**src/rtl/sact_ram.sv**
```systemverilog
`timescale 1ns / 1ps
// ----------------------------------------------------------------------------
// sact_ram
// Generic single-write, single-read RAM with registered read data.
// ----------------------------------------------------------------------------
module sact_ram #(
	parameter int WIDTH = 8,
	parameter int DEPTH = 16
) (
	input  logic                                      clk,
	input  logic                                      we,
	input  logic [((DEPTH > 1) ? $clog2(DEPTH) : 1)-1:0] waddr,
	input  logic [WIDTH-1:0]                          wdata,
	input  logic                                      re,
	input  logic [((DEPTH > 1) ? $clog2(DEPTH) : 1)-1:0] raddr,
	output logic [WIDTH-1:0]                          rdata
);

	logic [WIDTH-1:0] mem_q [DEPTH];

	always_ff @(posedge clk) begin
		if (we) begin
			mem_q[waddr] <= wdata;
		end
		if (re) begin
			rdata <= mem_q[raddr];
		end
	end

endmodule

```
**config.mk**
```make
export PLATFORM = sky130hd
export DESIGN_NAME = sact_ram
export DESIGN_NICKNAME = d
export VERILOG_FILES = /design/src/rtl/sact_ram.sv
export SDC_FILE = /design/constraint.sdc
export NUM_CORES = 1
export LEC_CHECK = 0
export ABC_CLOCK_PERIOD_IN_PS = 3000
export BUFFER_PORTS_ARGS = -buffer_cell sky130_fd_sc_hd__buf_2
export CAP_MARGIN = 15
export CORE_ASPECT_RATIO = 0.9
export CORE_MARGIN = 2
export CORE_UTILIZATION = 37
export DETAILED_ROUTE_END_ITERATION = 10
export SYNTH_ARGS = -nofsm -noshare
export SYNTH_HDL_FRONTEND = slang
export SYNTH_SLANG_ARGS = --single-unit
```
**constraint.sdc**
```tcl
create_clock -name clk -period 3 [get_ports clk]
set_input_delay 0.15 -clock clk [delete_from_list [all_inputs] [get_ports clk]]
set_output_delay 0.15 -clock clk [all_outputs]
set_load 0.005 [all_outputs]
```
Word-level counts from Yosys, hierarchy flattened
Memories as Yosys holds them, arrays and structs flattened. A register that Yosys moved wholly into a read port is not among the register bits.
Cells that the tools add are included.
{"block": "word_totals", "ff_bits": 0, "ramBits": 128, "inputBits": 19, "output_inout_bits": 8, "elab_cells": 3, "mem_count": 1}
{"memory": "mem_q", "depth": 16, "word_bits": 8, "rd": 1, "rd_ports_with_merged_regs": 1, "wr": 1, "line_no": "19", "source": "logic [WIDTH-1:0] mem_q [DEPTH];"}
{"block": "classes", "mux": 2}
{"operator": "$mux W1", "n": 2}

Logic depth before layout (Yosys ltp)
{"block": "depth", "ltp_word": 2, "ltp_mapped": 5, "ltp_nobuf": 3}

Worst setup path after synthesis
Ideal clock, no wire load.
{"block": "synth_timing", "kind": "input to register", "start": "input port waddr[2] (netlist name)", "end": "memory mem_q[0][0] (enable)", "setup_time_ps": 383, "t_arrival_ps": 1260, "required_time_ps": 2617, "slack_ps": 1357, "stages": 2, "path_buffers": 0, "cell_sequence": "or3b_2 -> nor3_1"}
{"item": "from (decl)", "line_no": "12", "source": "input logic [((DEPTH > 1) ? $clog2(DEPTH) : 1)-1:0] waddr,"}
{"item": "to (decl)", "line_no": "19"}
No word-level cell before the write port.

==> flow_summary.toml <==
[global_route]
grt-ovfl-total = 0
grt.total_usage_pct = 15.1
grt_pass1_wl_mm = 15.7
grt_pass1_vias = 2536
antenna_found_initial = 0
grt_max_degree = 33

[timing]
maxSlewViolCount = 0
fin_skew_ns = 0.00714
fin_crit_sh_pct = 49.7
fin_crit_ns = 1.49
tightest_slew_ns = 0.932
rsz0062_at_grt = "false"
setup_viol = 0
final.setup.tns_ns = 0
fmax_ghz = 0.670
max-slew-margin-rel_pct = 37.6
holdWs_ns = 0.113
finalHoldViolations = 0

[synthesis]
syn_area_per_cell_um2 = 22.8
syn_nets = 248
synthTopCellsByCount = "136 x edfxtp_1, 18 x mux4_2, 16 x a22oi_1, 14 x mux4_1, 13 x nor2_1"
synthFlopType = "edfxtp_1"
ys_types = 18
ys_ff_latch = 136
ys_async_sr_fraction_pct = 0
synth_area_mm2 = 0.00523
synth_enable_flop_cells = 136
synthCells = 229
yosysSeqAreaShare_pct = 78.1
yosysTopAreaCellShare_pct = 78.1
ys_top_cells_by_area = "edfxtp_1 78%, mux4_2 7.8%, mux4_1 7.0%, a22oi_1 2.3%, nor2_1 0.93%"
yosysMostFrequentCell = "edfxtp_1"
yosys.area.top_type = "edfxtp_1"
yosys_warnings = 0

[cells_and_area]
antenna_cells = 0
areaGrowthSynthToFinish_pct = 17.9
drive_above_1_share_pct = 28.2
n_fill_cell = 1167
nNetsFinal = 290

[setup_path]
path_cells = "mux4_2 -> a22oi_1 -> nand2_1"
rr_worst_depth = 3
critical_path.reg2reg.startpoint = "mem_q[3][6]$_DFFE_PP_"
worst-setup-path-type = "reg2reg"
rrSetupSlack_ns = 1.51
critical-path-max-stage-delay_ns = 0.47
required_ns = 3.16
r2r_end = "rdata[6]$_DFFE_PP_"
cp-start-kind = "register"
crit_arrival_ns = 1.65
path_max_fanout = 1
endpoint_kind = "register"
cp_slowest_cell = "mux4_2"

[clock_network]
clockRootBuffer = "clkbuf_16"
cts_resized = 0
clk_pin_slew_ns = 0.06
numCtsBuffers = 17
clk_latency_ns = 0.41
cts.sink_count = 136
cts_hold_buf = 0
postCtsSetupBuffers = 0
clockBufferDepth = 2
cts_tree = "yes"
cts_max_level = 4

[die]
core_area_mm2 = 0.0139
fp-row-count = 41
io_pins = 27
initial_core_util_pct = 37.6
dieArea_mm2 = 0.0151
die_h_um = 117
dieWidth_um = 129

[placed_design]
gp_congestion = 0.717
dp_hpwl_mm = 6.32
numPortBuffers = 26

[pwr]
power_frac_seq_pct = 49.0
switching_share_pct = 19.9
switchingPower_w = 0.000874
power.leakage_nw = 2.03
internal_power_w = 0.00351
peakVddDrop_mv = 0.391
power-per-cell-area_mw_per_mm2 = 712
p_comb_share_pct = 4.4
clkPwrFrac_pct = 46.6

[drt]
vias_per_cell = 5.05
drt_iter0_markers = 273
vias = 2410
drtAntennaViolNets = 0
dr.pass1.iters = 4
wl_per_cell_um = 21.5
drt_drc_violations_left = 0
wl_mm = 10.3

[status]
status = "complete, no violations"

[hold_path]
hold_depth = 1
hold_path.class = "in2reg"
hold_end = "rdata[0]$_DFFE_PP_"
worstHoldStart = "re"

[job]
drv_cap = 0
## metrics by stage
stage                     area (um^2)  instances  setup WS [ns]  util [%]  total power, W
after floorplan                  5230        229           1.36         -         0.00230
after global placement           5580        445           1.10      40.1         0.00238
after detailed placement         5580        445           1.07      40.1         0.00239
after CTS                        6160        477           1.49      44.3         0.00443
after global routing             6160        477           1.39      44.3         0.00453
final                            6160        477           1.51      44.3         0.00439
## power groups by stage
| stage | logic (W) | registers [W] | clock network [W] |
|---|---|---|---|
| floorplan | 0.000108 | 0.00219 | 0 |
| global placement | 0.000191 | 0.00219 | 0 |
| detailed placement | 0.000196 | 0.00219 | 0 |
| CTS | 0.000196 | 0.00215 | 0.00208 |
| global route | 0.000211 | 0.00215 | 0.00217 |
| finish | 0.000191 | 0.00215 | 0.00205 |
## cell usage in the layout (no fill, tap or decap), drive strengths merged
cell / instances
edfxtp: 136
buf: 33
mux4: 32
clkbuf: 18
a22oi: 16
nor2: 13
nand2: 9
clkinv: 7
nor3: 4
bufinv: 3
clkinvlp: 3
nand3b: 2
nand2b: 2
nor2b: 1
and2: 1
and2b: 1
nand3: 1
or3b: 1
inv: 1
## area by class of cell
class,count,area (um^2),share of cell area [%]
Clock inverter,14,156,2.54
Timing Repair Buffer,33,195,3.17
Tap cell,193,241,3.92
Sequential cell,136,4080,66.3
Multi-Input combinational cell,83,1060,17.2
Clock buffer,18,429,6.96
## worst max-delay path, delay by kind of cell, from the launching register on
kind | cells | cell delay (ns)
mux | 1 | 0.47
flops | 1 | 0.36
compound gates | 1 | 0.31
simple gates | 1 | 0.10
## metal layers
metal  track usage, %  up-vias  routed length, um
met5                0        -                  0
met1             21.1     1256               4790
met3             4.44       10                560
li1                 -     1065                  -
met4             4.78        0                107
met2             23.0       79               4810
## registers in the layout, indices dropped and copies added, names as in the netlist
signal / flops
mem_q: 128
rdata: 8
## kinds of logic after synthesis
family,after synthesis,share of synthesized area [%]
DFF,136,78.1
and+or+nand+nor,35,3.14
muxes,32,14.8
AOI/OAI and AO/OA,16,2.30
buffers and inverters,10,1.65
## worst max-delay path by stage
stage / start / depth (start not counted) / end
CTS: mem_q[3][6]$_DFFE_PP_ / 3 / rdata[6]$_DFFE_PP_
floorplan: waddr[2] / 2 / mem_q[0][0]$_DFFE_PP_
detailed placement: raddr[1] / 4 / rdata[6]$_DFFE_PP_
global placement: raddr[1] / 4 / rdata[6]$_DFFE_PP_
global route: mem_q[9][3]$_DFFE_PP_ / 3 / rdata[3]$_DFFE_PP_
finish: mem_q[3][6]$_DFFE_PP_ / 3 / rdata[6]$_DFFE_PP_
(Power assumes the default switching activity.)
