[config.mk]
export PLATFORM = sky130hd
export DESIGN_NAME = sact_lookup
export DESIGN_NICKNAME = d
export VERILOG_FILES = /design/src/rtl/sact_pkg.sv /design/src/rtl/sact_lookup.sv
export SDC_FILE = /design/constraint.sdc
export NUM_CORES = 1
export LEC_CHECK = 0
export BUFFER_PORTS_ARGS = -buffer_cell sky130_fd_sc_hd__buf_4
export CAP_MARGIN = 15
export CELL_PAD_IN_SITES_DETAIL_PLACEMENT = 0
export CELL_PAD_IN_SITES_GLOBAL_PLACEMENT = 1
export CORE_AREA = 2 2 253 255
export DETAILED_ROUTE_END_ITERATION = 10
export DIE_AREA = 0 0 255 257
export GPL_TIMING_DRIVEN = 0
export MAX_ROUTING_LAYER = met4
export PLACE_DENSITY_LB_ADDON = 0.1
export SLEW_MARGIN = 20
export SYNTH_ARGS = -nofsm -noshare
export SYNTH_HDL_FRONTEND = slang
export SYNTH_SLANG_ARGS = --single-unit
export TNS_END_PERCENT = 50
[constraint.sdc]
create_clock -name vclk -period 9.8
set_clock_uncertainty 0.15 [all_clocks]
set_input_delay 1.47 -clock vclk [all_inputs]
set_output_delay 1.47 -clock vclk [all_outputs]
set_load 0.02 [all_outputs]
[src/rtl/sact_pkg.sv]
`timescale 1ns / 1ps
// ----------------------------------------------------------------------------
// sact_pkg
// Shared geometry, codes and types of the set-associative cache tag controller.
// ----------------------------------------------------------------------------
package sact_pkg;

	localparam int SETS      = 256;
	localparam int WAYS      = 4;
	localparam int ADDR_BITS = 32;

	localparam int SET_W = (SETS > 1) ? $clog2(SETS) : 1;
	localparam int WAY_W = (WAYS > 1) ? $clog2(WAYS) : 1;
	localparam int AGE_W = WAY_W;

	// request kinds; the spare code behaves as a write
	typedef logic [1:0] kind_t;
	localparam kind_t KIND_READ  = 2'd0;
	localparam kind_t KIND_WRITE = 2'd1;
	localparam kind_t KIND_INVAL = 2'd2;
	localparam kind_t KIND_SPARE = 2'd3;

	// configuration register indexes
	typedef logic [1:0] reg_idx_t;
	localparam reg_idx_t REG_POLICY    = 2'd0;
	localparam reg_idx_t REG_OFFSET    = 2'd1;
	localparam reg_idx_t REG_INDEX     = 2'd2;
	localparam reg_idx_t REG_INCLUSIVE = 2'd3;

	localparam logic POLICY_LRU  = 1'b0;
	localparam logic POLICY_FIFO = 1'b1;

	typedef struct packed {
		logic                 valid;
		logic                 dirty;
		logic [AGE_W-1:0]     age;
		logic [ADDR_BITS-1:0] tag;
		logic [ADDR_BITS-1:0] addr;
	} line_t;

	typedef line_t [WAYS-1:0] row_t;

	localparam int ROW_W = $bits(row_t);

	typedef struct packed {
		kind_t                kind;
		logic [ADDR_BITS-1:0] addr;
		logic [ADDR_BITS-1:0] tag;
	} req_t;

	typedef struct packed {
		logic policy;
		logic inclusive;
	} mode_t;

	typedef struct packed {
		logic                 hit;
		logic                 evicted;
		logic [ADDR_BITS-1:0] victim;
		logic                 write_back;
	} res_t;

	// contents of a set that was never written
	function automatic row_t reset_row();
		row_t r;
		for (int w = 0; w < WAYS; w++) begin
			r[w].valid = 1'b0;
			r[w].dirty = 1'b0;
			r[w].age   = AGE_W'(w);
			r[w].tag   = '0;
			r[w].addr  = '0;
		end
		return r;
	endfunction

endpackage

[src/rtl/sact_lookup.sv]
`timescale 1ns / 1ps
// ----------------------------------------------------------------------------
// sact_lookup
// Tag match, victim choice and age update for one set row.
// ----------------------------------------------------------------------------
module sact_lookup (
	input  sact_pkg::row_t  row,
	input  sact_pkg::req_t  req,
	input  sact_pkg::mode_t mode,
	output sact_pkg::row_t  new_row,
	output sact_pkg::res_t  res
);

	// move one way to newest; ways above its rank slide down by one
	function automatic sact_pkg::row_t make_newest(sact_pkg::row_t r,
		logic [sact_pkg::WAY_W-1:0] w);
		sact_pkg::row_t o;
		logic [sact_pkg::AGE_W-1:0] a;
		o = r;
		a = r[w].age;
		for (int v = 0; v < sact_pkg::WAYS; v++) begin
			if (r[v].age > a) begin
				o[v].age = r[v].age - 1'b1;
			end
		end
		o[w].age = sact_pkg::AGE_W'(sact_pkg::WAYS - 1);
		return o;
	endfunction

	logic                       found;
	logic [sact_pkg::WAY_W-1:0] hit_way;
	logic                       has_free;
	logic [sact_pkg::WAY_W-1:0] free_way;
	logic [sact_pkg::AGE_W:0]   best_age;
	logic [sact_pkg::WAY_W-1:0] old_way;
	logic [sact_pkg::WAY_W-1:0] fill_way;
	logic [sact_pkg::WAY_W-1:0] line_way;

	always_comb begin
		found    = 1'b0;
		hit_way  = '0;
		has_free = 1'b0;
		free_way = '0;
		// walk downward so the lowest way wins
		for (int w = sact_pkg::WAYS - 1; w >= 0; w--) begin
			if (row[w].valid && (row[w].tag == req.tag)) begin
				found   = 1'b1;
				hit_way = sact_pkg::WAY_W'(w);
			end
			if (!row[w].valid) begin
				has_free = 1'b1;
				free_way = sact_pkg::WAY_W'(w);
			end
		end
		best_age = '1;
		old_way  = '0;
		for (int w = 0; w < sact_pkg::WAYS; w++) begin
			if ({1'b0, row[w].age} < best_age) begin
				best_age = {1'b0, row[w].age};
				old_way  = sact_pkg::WAY_W'(w);
			end
		end
	end

	assign fill_way = has_free ? free_way : old_way;
	assign line_way = found ? hit_way : fill_way;

	always_comb begin
		new_row        = row;
		res.hit        = found;
		res.evicted    = 1'b0;
		res.victim     = '0;
		res.write_back = 1'b0;
		case (req.kind)
			sact_pkg::KIND_INVAL: begin
				if (found) begin
					res.write_back          = mode.inclusive && row[hit_way].dirty;
					new_row[hit_way].valid  = 1'b0;
					new_row[hit_way].dirty  = 1'b0;
				end
			end
			default: begin
				if (found) begin
					if (mode.policy == sact_pkg::POLICY_LRU) begin
						new_row = make_newest(row, hit_way);
					end
				end else begin
					if (!has_free) begin
						res.evicted    = 1'b1;
						res.victim     = row[old_way].addr;
						res.write_back = row[old_way].dirty;
					end
					new_row                  = make_newest(row, fill_way);
					new_row[fill_way].valid  = 1'b1;
					new_row[fill_way].dirty  = 1'b0;
					new_row[fill_way].tag    = req.tag;
					new_row[fill_way].addr   = req.addr;
				end
				if (req.kind != sact_pkg::KIND_READ) begin
					new_row[line_way].dirty = 1'b1;
				end
			end
		endcase
	end

endmodule

Word-level counts from Yosys, hierarchy flattened

Cells that the tools add are included.

Add/subtract/negate cells: 4
Magnitude comparators: 19
Eq/ne operators: 5
Muxes and demuxes: 96
Reduce and logical (&&, ||, !) cells: 9

Operators with widths:

| cell                  | count |
|---|---|
| $bwmux W272           | 9 |
| $mux W272             | 6 |
| $demux W68 S2         | 9 |
| $bmux W68 S2          | 3 |
| $mux W67              | 5 |
| $mux W66              | 3 |
| $mux W68              | 2 |
| $eq A32 B32 Y1        | 4 |
| $mux W2               | 40 |
| $mux W34              | 2 |
| $mux W64              | 1 |
| $mux W33              | 1 |
| $mux W32              | 1 |
| $gt A2 B2 Y1          | 8 |
| $lt A2 B3 Y1 const B  | 5 |
| $mux W1               | 11 |
| $lt A2 B3 Y1          | 3 |
| $mux W3               | 3 |
| $logic_and A1 B1 Y1   | 8 |
| $sub A2 B1 Y2 const B | 4 |
| $ge A2 B1 Y1 const B  | 3 |
| $eq A2 B2 Y1 const B  | 1 |
| $reduce_bool A2 Y1    | 1 |

Register bits after elaboration: 0
Input port bits: 340
Output and inout bits: 307
Word-level logic and storage cells: 133

Depth between registers and ports, before layout

Gate-level depths: netlist (run 1).

Depth in word-level cells: 25
Gate-level depth with buffers: 20
Gate-level depth less buffers: 19

Worst setup path before layout (run 1)

OpenSTA, ideal clock, no wires.

Path kind: input to output
From: in row[65] (netlist name)
To: out new_row[200] (netlist name)
Data arrival time: 5.256 ns
Path slack: 2.924 ns
Stages: 19
Path buffers: 1
Cell sequence: clkinv_1 -> ha_1 -> nor2b_1 -> o22ai_1 -> nand2_1 -> a41oi_2 -> clkbuf_1 -> nor2_1 -> a211oi_1 -> a21oi_1 -> ha_1 -> or2_2 -> nor2_1 -> a31oi_1 -> o41ai_1 -> o21ai_0 -> o21ai_0 -> mux2_2 -> a221oi_1

RTL lines:

| item            | line              | RTL |
|---|---|---|
| start, declared | sact_lookup.sv:7  | `input sact_pkg::row_t row,` |
| end, declared   | sact_lookup.sv:10 | `output sact_pkg::row_t new_row,` |

==> impl_metrics.yaml, run 1 <==
route:
  vias: 10807
  vias_per_cell: 4.393
  drt_wl_total_um: 79000
  ant_nets: 0
  drt_iter0_drc: 751
  firstDrtPassIters: 5
  wl_per_cell_um: 32.11
  drc: 0
power:
  finalPower_uw: 969.2
  power_leakage_uw: 0.006119
  irDropWorstVdd_v: 0.00002441
  power_density_nw_per_um2: 71.27
clock_tree:
  ctsHoldBuffers: 0
  post_cts_buffers: 0
  cts-resized-gates: 0
layout:
  syn2layout_area_growth_pct: 72.18
  clkbuf_count: 0
  nFlopsAndLatches: 0
  final_net_count: 1960
  seqCellArea_um2: 0
  instances_no_fill: 2460
  drive_above_1_share_pct: 49.22
sta:
  setup_viol: 0
  rsz0062_at_grt: "false"
  tightest_slew_ps: 997.9
  drv_slew: 0
  slew_headroom_pct: 33.47
  hold_viol: 0
  final.setup.tns_ps: 0
  period_needed_ps: 8223
  fmax_ghz: 0.1216
  fin_crit_sh_pct: 83.91
  finalWorstSetupSlack_ps: 1577
global_routing:
  grtUsageTotal_pct: 23.66
  first_global_vias: 11404
  grt_start_max_net_pins: 11
  grt_antenna_before_repair: 13
  grt.overflow.total: 0
  grt_pass1_wl_um: 103200
die:
  core_area_um2: 62740
  die_x_um: 255
  die_area_um2: 65540
  io_pins: 647
  start_util_pct: 12.59
  die_h_um: 257
  num_rows: 92
setup_path:
  worstSetupEndpointType: "primary output"
  cp.required_ps: 8180
  crit_fanout: 8
  setup.worst_path.class: "in2out"
  start_kind: "input pin"
  arrival_ps: 6600
job:
  drv_cap: 0
logic_synthesis:
  synthesis.instances: 987
  ys_top_cells_by_area: "mux2_1 24%, xor2_1 12%, mux2_4 9.1%"
  ys_warn_count: 0
  synth-seq-area-share_pct: 0
  syn_area_per_cell_um2: 8.002
  yosysTopAreaCell: "mux2_1"
  synth_top_area_share_pct: 23.95
  syn_area_um2: 7898
  synth_nets: 1344
  synthDistinctLibCells: 75
hold_path:
  min_path_type: "in2out"
  hold_start: "row[70]"
  holdPathEnd: "new_row[70]"
  holdPathStages: 3
outcome:
  status: "completed"
placed_design:
  hpwlAfterDp_um: 68000
  dp_cells: 2447
  place_ws_ps: 1611
  place_congestion: 0.9111
  io_buffers: 614
## report_power, final
part	internal [µW]	switching (µW)
Combinational	388	581
Sequential	0	0
Clock	0.000149	0
Total	388	581
## through the flow
stage          hold slack, ps  instance area (µm²)  util, %
5_1_grt                  3136                13590    21.67
6_report                 3121                13600    21.68
4_1_cts                  3121                13570    21.62
3_3_place_gp             3118                13570    21.62
2_1_floorplan            2949                 7898        -
3_5_place_dp             3117                13570    21.62
## cell type report
class | instances | area, µm²
Inverter | 21 | 78.83
Multi-Input combinational cell | 873 | 7325
Timing Repair Buffer | 614 | 4609
Fill cell | 7161 | 49140
Antenna cell | 13 | 32.53
Tap cell | 846 | 1059
Buffer | 93 | 494.2
## routing by layer
metal | vias to the layer above | global-route usage, % | routed length [µm]
met3 | 22 | 2.954 | 3783
met4 | 0 | 2.339 | 788
li1 | 4941 | - | -
met2 | 411 | 41.61 | 40260
met1 | 5433 | 29.66 | 34170
met5 | - | - | 0
## synthesized netlist by cell type (all sizes together) (3+ instances only)
cell type	count
and3	4
mux2i	32
a21oi	48
a31oi	6
nand3	17
nor2b	7
buf	65
a22oi	3
a2111oi	7
nor4	54
a221oi	3
or2	4
ha	17
a41oi	4
clkbuf	28
a31o	5
nor3	11
or4	7
or3	4
xnor2	18
o21ai	24
xor2	110
o211ai	7
and2	3
nand4b	6
o21a	3
nor2	92
a211oi	41
mux2	257
nand4	15
inv	20
o22ai	4
nand2	33
o31ai	4
## how the worst max path moves through the flow
stage	from	endpoint	slack, ps	cells past startpoint
2_1_floorplan	row[65]	new_row[200]	2920	19
3_3_place_gp	req[2]	new_row[268]	1520	18
3_5_place_dp	row[65]	new_row[200]	1610	20
6_report	req[2]	new_row[268]	1580	18
5_1_grt	row[65]	new_row[200]	1200	20
4_1_cts	row[65]	new_row[200]	1580	20
## cells in the final DEF (no fill, tap or decap), types with 40 or more instances in the layout
master,count
buf_4,625
mux2_4,48
nor4_1,51
xor2_1,110
a211oi_1,40
buf_2,47
mux2_1,168
a21oi_1,47
nor2_1,91
mux2_2,41
## cell families (layout without fill, tap and decap cells)
logic type                 count (synthesis)  after routing  synth area share [%]
AOI/OAI and AO/OA                        175            175                 15.32
xor gates and xnor gates                 128            128                 14.20
adders and majority gates                 17             17                 2.693
buffers and inverters                    114            728                 7.256
muxes                                    289            289                 42.98
other                                      0             13                     0
and+or+nand+nor                          264            264                 17.55
## critical path, stage by stage
cell and delay (ps):
buf_2 260, xor2_1 330, nor4_1 270, nand4_1 240, or4_1 640, and2_1 220, a21oi_1 480, nor2_1 80
a211oi_1 760, ha_1 290, inv_1 40, a21oi_1 130, a21oi_1 70, and3_1 180, o21ai_0 180, a21oi_1 90
a2111oi_1 590, buf_4 260
Power figures use the tool's default switching activity.
==> inputs of run 2 (changes only) <==
- CORE_AREA: 2 2 253 255 -> 2 2 250 252
- DIE_AREA: 0 0 255 257 -> 0 0 252 254
- clock period: 9.8 -> 7.14 ns (I/O delays scaled with it)
==> run 2 against run 1 <==
Against the previous run:
- worst setup slack got worse by 1300 ps
- sequential share of layout area did not move
- first-iteration DRC count down 3.9%
- critical path depth is 1 lower
- critical path type unchanged
- highest routed layer unchanged
- critical endpoint is now new_row[133]
==> impl_metrics.yaml, run 2 (synthesis gave the netlist of run 1 again) <==
outcome:
  status: "completed"
placed_design:
  hpwlAfterDp_um: 67280
  dpl_cell_area_um2: 13500
  io_buffers: 614
  place_ws_ps: -234.1
  place_congestion: 0.8736
die:
  die_h_um: 254
  core_area_um2: 61260
  io_pins: 647
  start_util_pct: 12.89
  die_area_um2: 64010
  die_x_um: 252
  num_rows: 91
sta:
  drv_slew: 0
  period_needed_ps: 6836
  setup_viol: 0
  fin_crit_sh_pct: 95.75
  tightest_slew_ps: 999.0
  hold_ws_ps: 2320
  hold_viol: 0
  finalWorstSetupSlack_ps: 303.5
  slew_headroom_pct: 33.40
  rsz0062_at_grt: "false"
  fmax_ghz: 0.1463
  final.setup.tns_ps: 0
layout:
  syn2layout_area_growth_pct: 71.83
  final_common_cell: "buf_4"
  clkbuf_count: 0
  final_net_count: 1960
  seqCellArea_um2: 0
  layout_common_cells: "625 x buf_4, 168 x mux2_1, 110 x xor2_1, 91 x nor2_1, 51 x nor4_1"
  nFlopsAndLatches: 0
  drive_above_1_share_pct: 49.66
  final_cell_area_um2: 13570
global_routing:
  grt.busiest_layer: "met2"
  grtUsageTotal_pct: 23.64
  grt_antenna_before_repair: 14
  grt_pass1_wl_um: 101200
  grt_start_max_net_pins: 11
  grt.overflow.total: 0
  met1_usage_pct: 30.02
  grt_use_met3_pct: 3.165
  met2_usage_pct: 40.97
  first_global_vias: 11231
setup_path:
  setup.worst_path.class: "in2out"
  cp_common_cell: "or4_1"
  cp.required_ps: 5920
  worstPathCellList: "buf_2, xor2_1, nor4_1, nand4_1, or4_1, and2_1, a21oi_1, nor2_1, a211oi_2, ha_1, nand2_1, o21ai_0, or4_1, nand3_1, o31ai_1, o22ai_1, buf_4"
  worstSetupEndpointType: "primary output"
  crit_path_max_incr_delay_ps: 640
  crit_fanout: 8
  critPathBufInv: 2
  slowest_stage: "or4_1"
  start_kind: "input pin"
  path_delay_family: "simple AND/OR/NAND/NOR gates"
  arrival_ps: 5620
power:
  power_density_nw_per_um2: 98.17
  power_leakage_uw: 0.006135
  finalPower_uw: 1332
  irDropWorstVdd_v: 0.00003484
clock_tree:
  ctsHoldBuffers: 0
route:
  drt_wl_total_um: 78390
  wl_per_cell_um: 32.62
  ant_nets: 0
  firstDrtPassIters: 5
  drc: 0
  vias: 10874
  drt_iter0_drc: 722
  vias_per_cell: 4.525
job:
  drv_cap: 0
hold_path:
  min_path_type: "in2out"
==> run 2: final cells by class <==
class | instances | area [µm²]
Tap cell | 790 | 988.4
Multi-Input combinational cell | 873 | 7365
Inverter | 21 | 82.58
Timing Repair Buffer | 614 | 4609
Fill cell | 6949 | 47690
Antenna cell | 12 | 30.03
Buffer | 93 | 495.5
==> run 2: timing repair <==
action	CTS	global route
resized for setup	3	7
endpoints found under the setup margin	3	4
setup buffers	0	0
==> run 2: per-layer routing <==
metal  vias up  part of all wire, %
met3        22                  4.8
met1      5466                   44
met5         -                    0
met4         0                 0.76
li1       4951                    -
met2       435                   50
==> run 2: worst paths after layout <==
| check | startpoint | to | depth (start not counted) |
|---|---|---|---|
| hold / removal | row[158] | new_row[158] | 3 |
| setup / recovery | req[24] | new_row[133] | 17 |
==> run 2: power by group <==
group	leakage (µW)	switching [µW]	internal [µW]	total (µW)
Sequential	0	0	0	0
Clock	0.0000000761	0	0.000188	0.000188
Combinational	0.00613	798	535	1330
==> run 2: metrics by stage <==
stage	util, %	std cells
after floorplan	-	987
after global placement	22.03	2391
after detailed placement	22.03	2391
after CTS	22.05	2391
after global routing	22.15	2402
final	22.15	2403
==> inputs of run 3 (changes only) <==
- ABC_AREA: default -> 1
- CORE_AREA: 2 2 250 252 -> 2 2 254 256
- DIE_AREA: 0 0 252 254 -> 0 0 256 258
==> run 3 against run 2 <==
Against the previous run:
- sequential share of layout area did not move
- worst setup slack improved by 230 ps
- combinational power is 9.8% higher
- synthesized cell count grew 68%
- largest power group unchanged
- global-route usage grew 4.7 points
- sequential cell count unchanged
- highest routed layer unchanged
- final cell count grew 32%
==> impl_metrics.yaml, run 3 <==
outcome:
  status: "completed"
route:
  drc: 0
  drt_wl_total_um: 95840
  vias_per_cell: 4.619
  ant_nets: 0
  drt_iter0_drc: 1027
  firstDrtPassIters: 7
  wl_per_cell_um: 30.26
  vias: 14627
sta:
  rsz0062_at_grt: "false"
  final.setup.tns_ps: 0
  setup_viol: 0
  hold_viol: 0
  tightest_slew_ps: 1117
  fmax_ghz: 0.1514
  drv_slew: 0
  fin_crit_sh_pct: 92.51
  slew_headroom_pct: 25.56
  period_needed_ps: 6605
global_routing:
  grt_antenna_before_repair: 14
  grtUsageTotal_pct: 28.37
  grt_pass1_wl_um: 127700
  first_global_vias: 14782
  grt.overflow.total: 0
  grt_start_max_net_pins: 11
layout:
  drive_above_1_share_pct: 34.22
  final_net_count: 2662
  nFillCells: 7574
  syn2layout_area_growth_pct: 72.94
  layout_common_cells: "652 x buf_4, 477 x nand2_1, 194 x o21ai_1, 163 x inv_1, 160 x o21ai_0"
  final_cell_area_um2: 13990
  final_common_cell: "buf_4"
  nFlopsAndLatches: 0
  seqCellArea_um2: 0
  clkbuf_count: 0
logic_synthesis:
  synth_nets: 2020
  synthDistinctLibCells: 46
  synth_top_cells_by_count: "477 x nand2_1, 194 x o21ai_1, 163 x inv_1, 160 x o21ai_0, 122 x nor2_1"
  synth_most_common_cell: "nand2_1"
  synthesis.instances: 1663
  ys_warn_count: 0
  synth-seq-area-share_pct: 0
  syn_area_um2: 8090
  syn_area_per_cell_um2: 4.865
  synth_top_area_share_pct: 22.13
  yosysTopAreaCell: "nand2_1"
  ys_top_cells_by_area: "nand2_1 22%, o21ai_1 12%, o21ai_0 9.9%"
clock_tree:
  cts-resized-gates: 0
  ctsHoldBuffers: 0
  post_cts_buffers: 0
setup_path:
  critPathBufInv: 5
  crit_fanout: 9
  cp_common_cell: "nand2_1"
  worstSetupEndpointType: "primary output"
  path_delay_family: "simple AND/OR/NAND/NOR gates"
  setup.worst_path.class: "in2out"
  cp.required_ps: 5920
  arrival_ps: 5380
  slowest_stage: "inv_1"
  worstPathCellList: "buf_4, inv_1, or2_2, nand2_1, nor2_1, nand2_1, nor3_1, nand4_2, and2_1, buf_4, nand2_1, inv_1, nand2_1, o221ai_1, a21oi_1, ha_1, nor2_1, o21ai_0, mux2_2, nand2_1, a41oi_1, nand2_1, nand2_1, buf_4"
  start_kind: "input pin"
  crit_path_max_incr_delay_ps: 450
job:
  drv_cap: 0
die:
  die_x_um: 256
  core_area_um2: 63650
  io_pins: 647
  die_h_um: 258
  die_area_um2: 66050
  num_rows: 93
  start_util_pct: 12.71
placed_design:
  dpl_cell_area_um2: 13970
  io_buffers: 640
  hpwlAfterDp_um: 80970
  place_congestion: 0.9333
hold_path:
  min_path_type: "in2out"
power:
  finalPower_uw: 1461
  irDropWorstVdd_v: 0.00004401
  power_density_nw_per_um2: 104.4
  power_leakage_uw: 0.007374
==> run 3: cell types whose count changed after synthesis, moves of 33 or more <==
cell      previous run  this run
o21ai_1              1       194
a211oi_1            40         1
o21ai_0             21       160
mux2_1             168         0
inv_1               19       163
xor2_1             110        21
or2_2                4        56
o21bai_1             1        34
mux2_2              41         1
mux2_4              48         0
nand2_1             32       477
a21oi_1             47        84
nand4_1             14        57
==> run 3: area by class of cell <==
type | count | area [µm²] | share of cell area, %
well taps | 855 | 1070 | 7.646
repair buffers | 640 | 4805 | 34.34
multi-input cells | 1387 | 6902 | 49.33
inverters | 176 | 660.6 | 4.722
plain buffers | 100 | 531.8 | 3.801
diodes | 9 | 22.52 | 0.1610
==> run 3: path summary, 6_finish.rpt <==
kind / slack, ps / start / depth (start not counted) / endpoint
max: 530 / req[22] / 24 / new_row[201]
min: 2330 / row[147] / 4 / new_row[147]
==> run 3: through the flow <==
stage / worst slack, ps / utilization [%] / hold WS, ps / std cells
final: 534.5 / 21.98 / 2328 / 3167
after floorplan: 1962 / - / 2167 / 1663
after detailed placement: 477.6 / 21.95 / 2327 / 3158
after global placement: 436.4 / 21.94 / 2321 / 3158
after CTS: 479.4 / 21.95 / 2328 / 3158
after global routing: 217.6 / 21.98 / 2338 / 3167
==> run 3: power breakdown <==
part / internal [µW] / switching (µW) / total [µW] / leakage, µW
combinational: 511 / 950 / 1460 / 0.00737
sequential: 0 / 0 / 0 / 0
clock: 0.000169 / 0 / 0.000169 / 0.0000000570
==> run 3: tightest hold or removal path: stages <==
cell and delay, ps:
buf_4 90, nand2_1 40, o21ai_1 60, buf_4 140
==> run 3: cell families (layout without fill, tap and decap cells) <==
family,Yosys count,in the layout,synth area share [%]
adder cells (fa/ha/maj),17,17,2.629
multiplexers,1,1,0.1392
AO/OA/AOI/OAI,490,490,32.12
XOR/XNOR,43,43,4.655
other,0,9,0
buffers and inverters,276,916,14.69
AND/OR/NAND/NOR,836,836,45.76
==> run 3: layer usage <==
| metal | vias to the layer above | part of all wire (%) | global-route usage [%] |
|---|---|---|---|
| met1 | 7076 | 41 | 33.50 |
| met4 | 0 | 1.7 | 4.224 |
| li1 | 6843 | - | - |
| met2 | 647 | 52 | 51.87 |
| met5 | - | 0 | - |
| met3 | 61 | 5.6 | 3.867 |
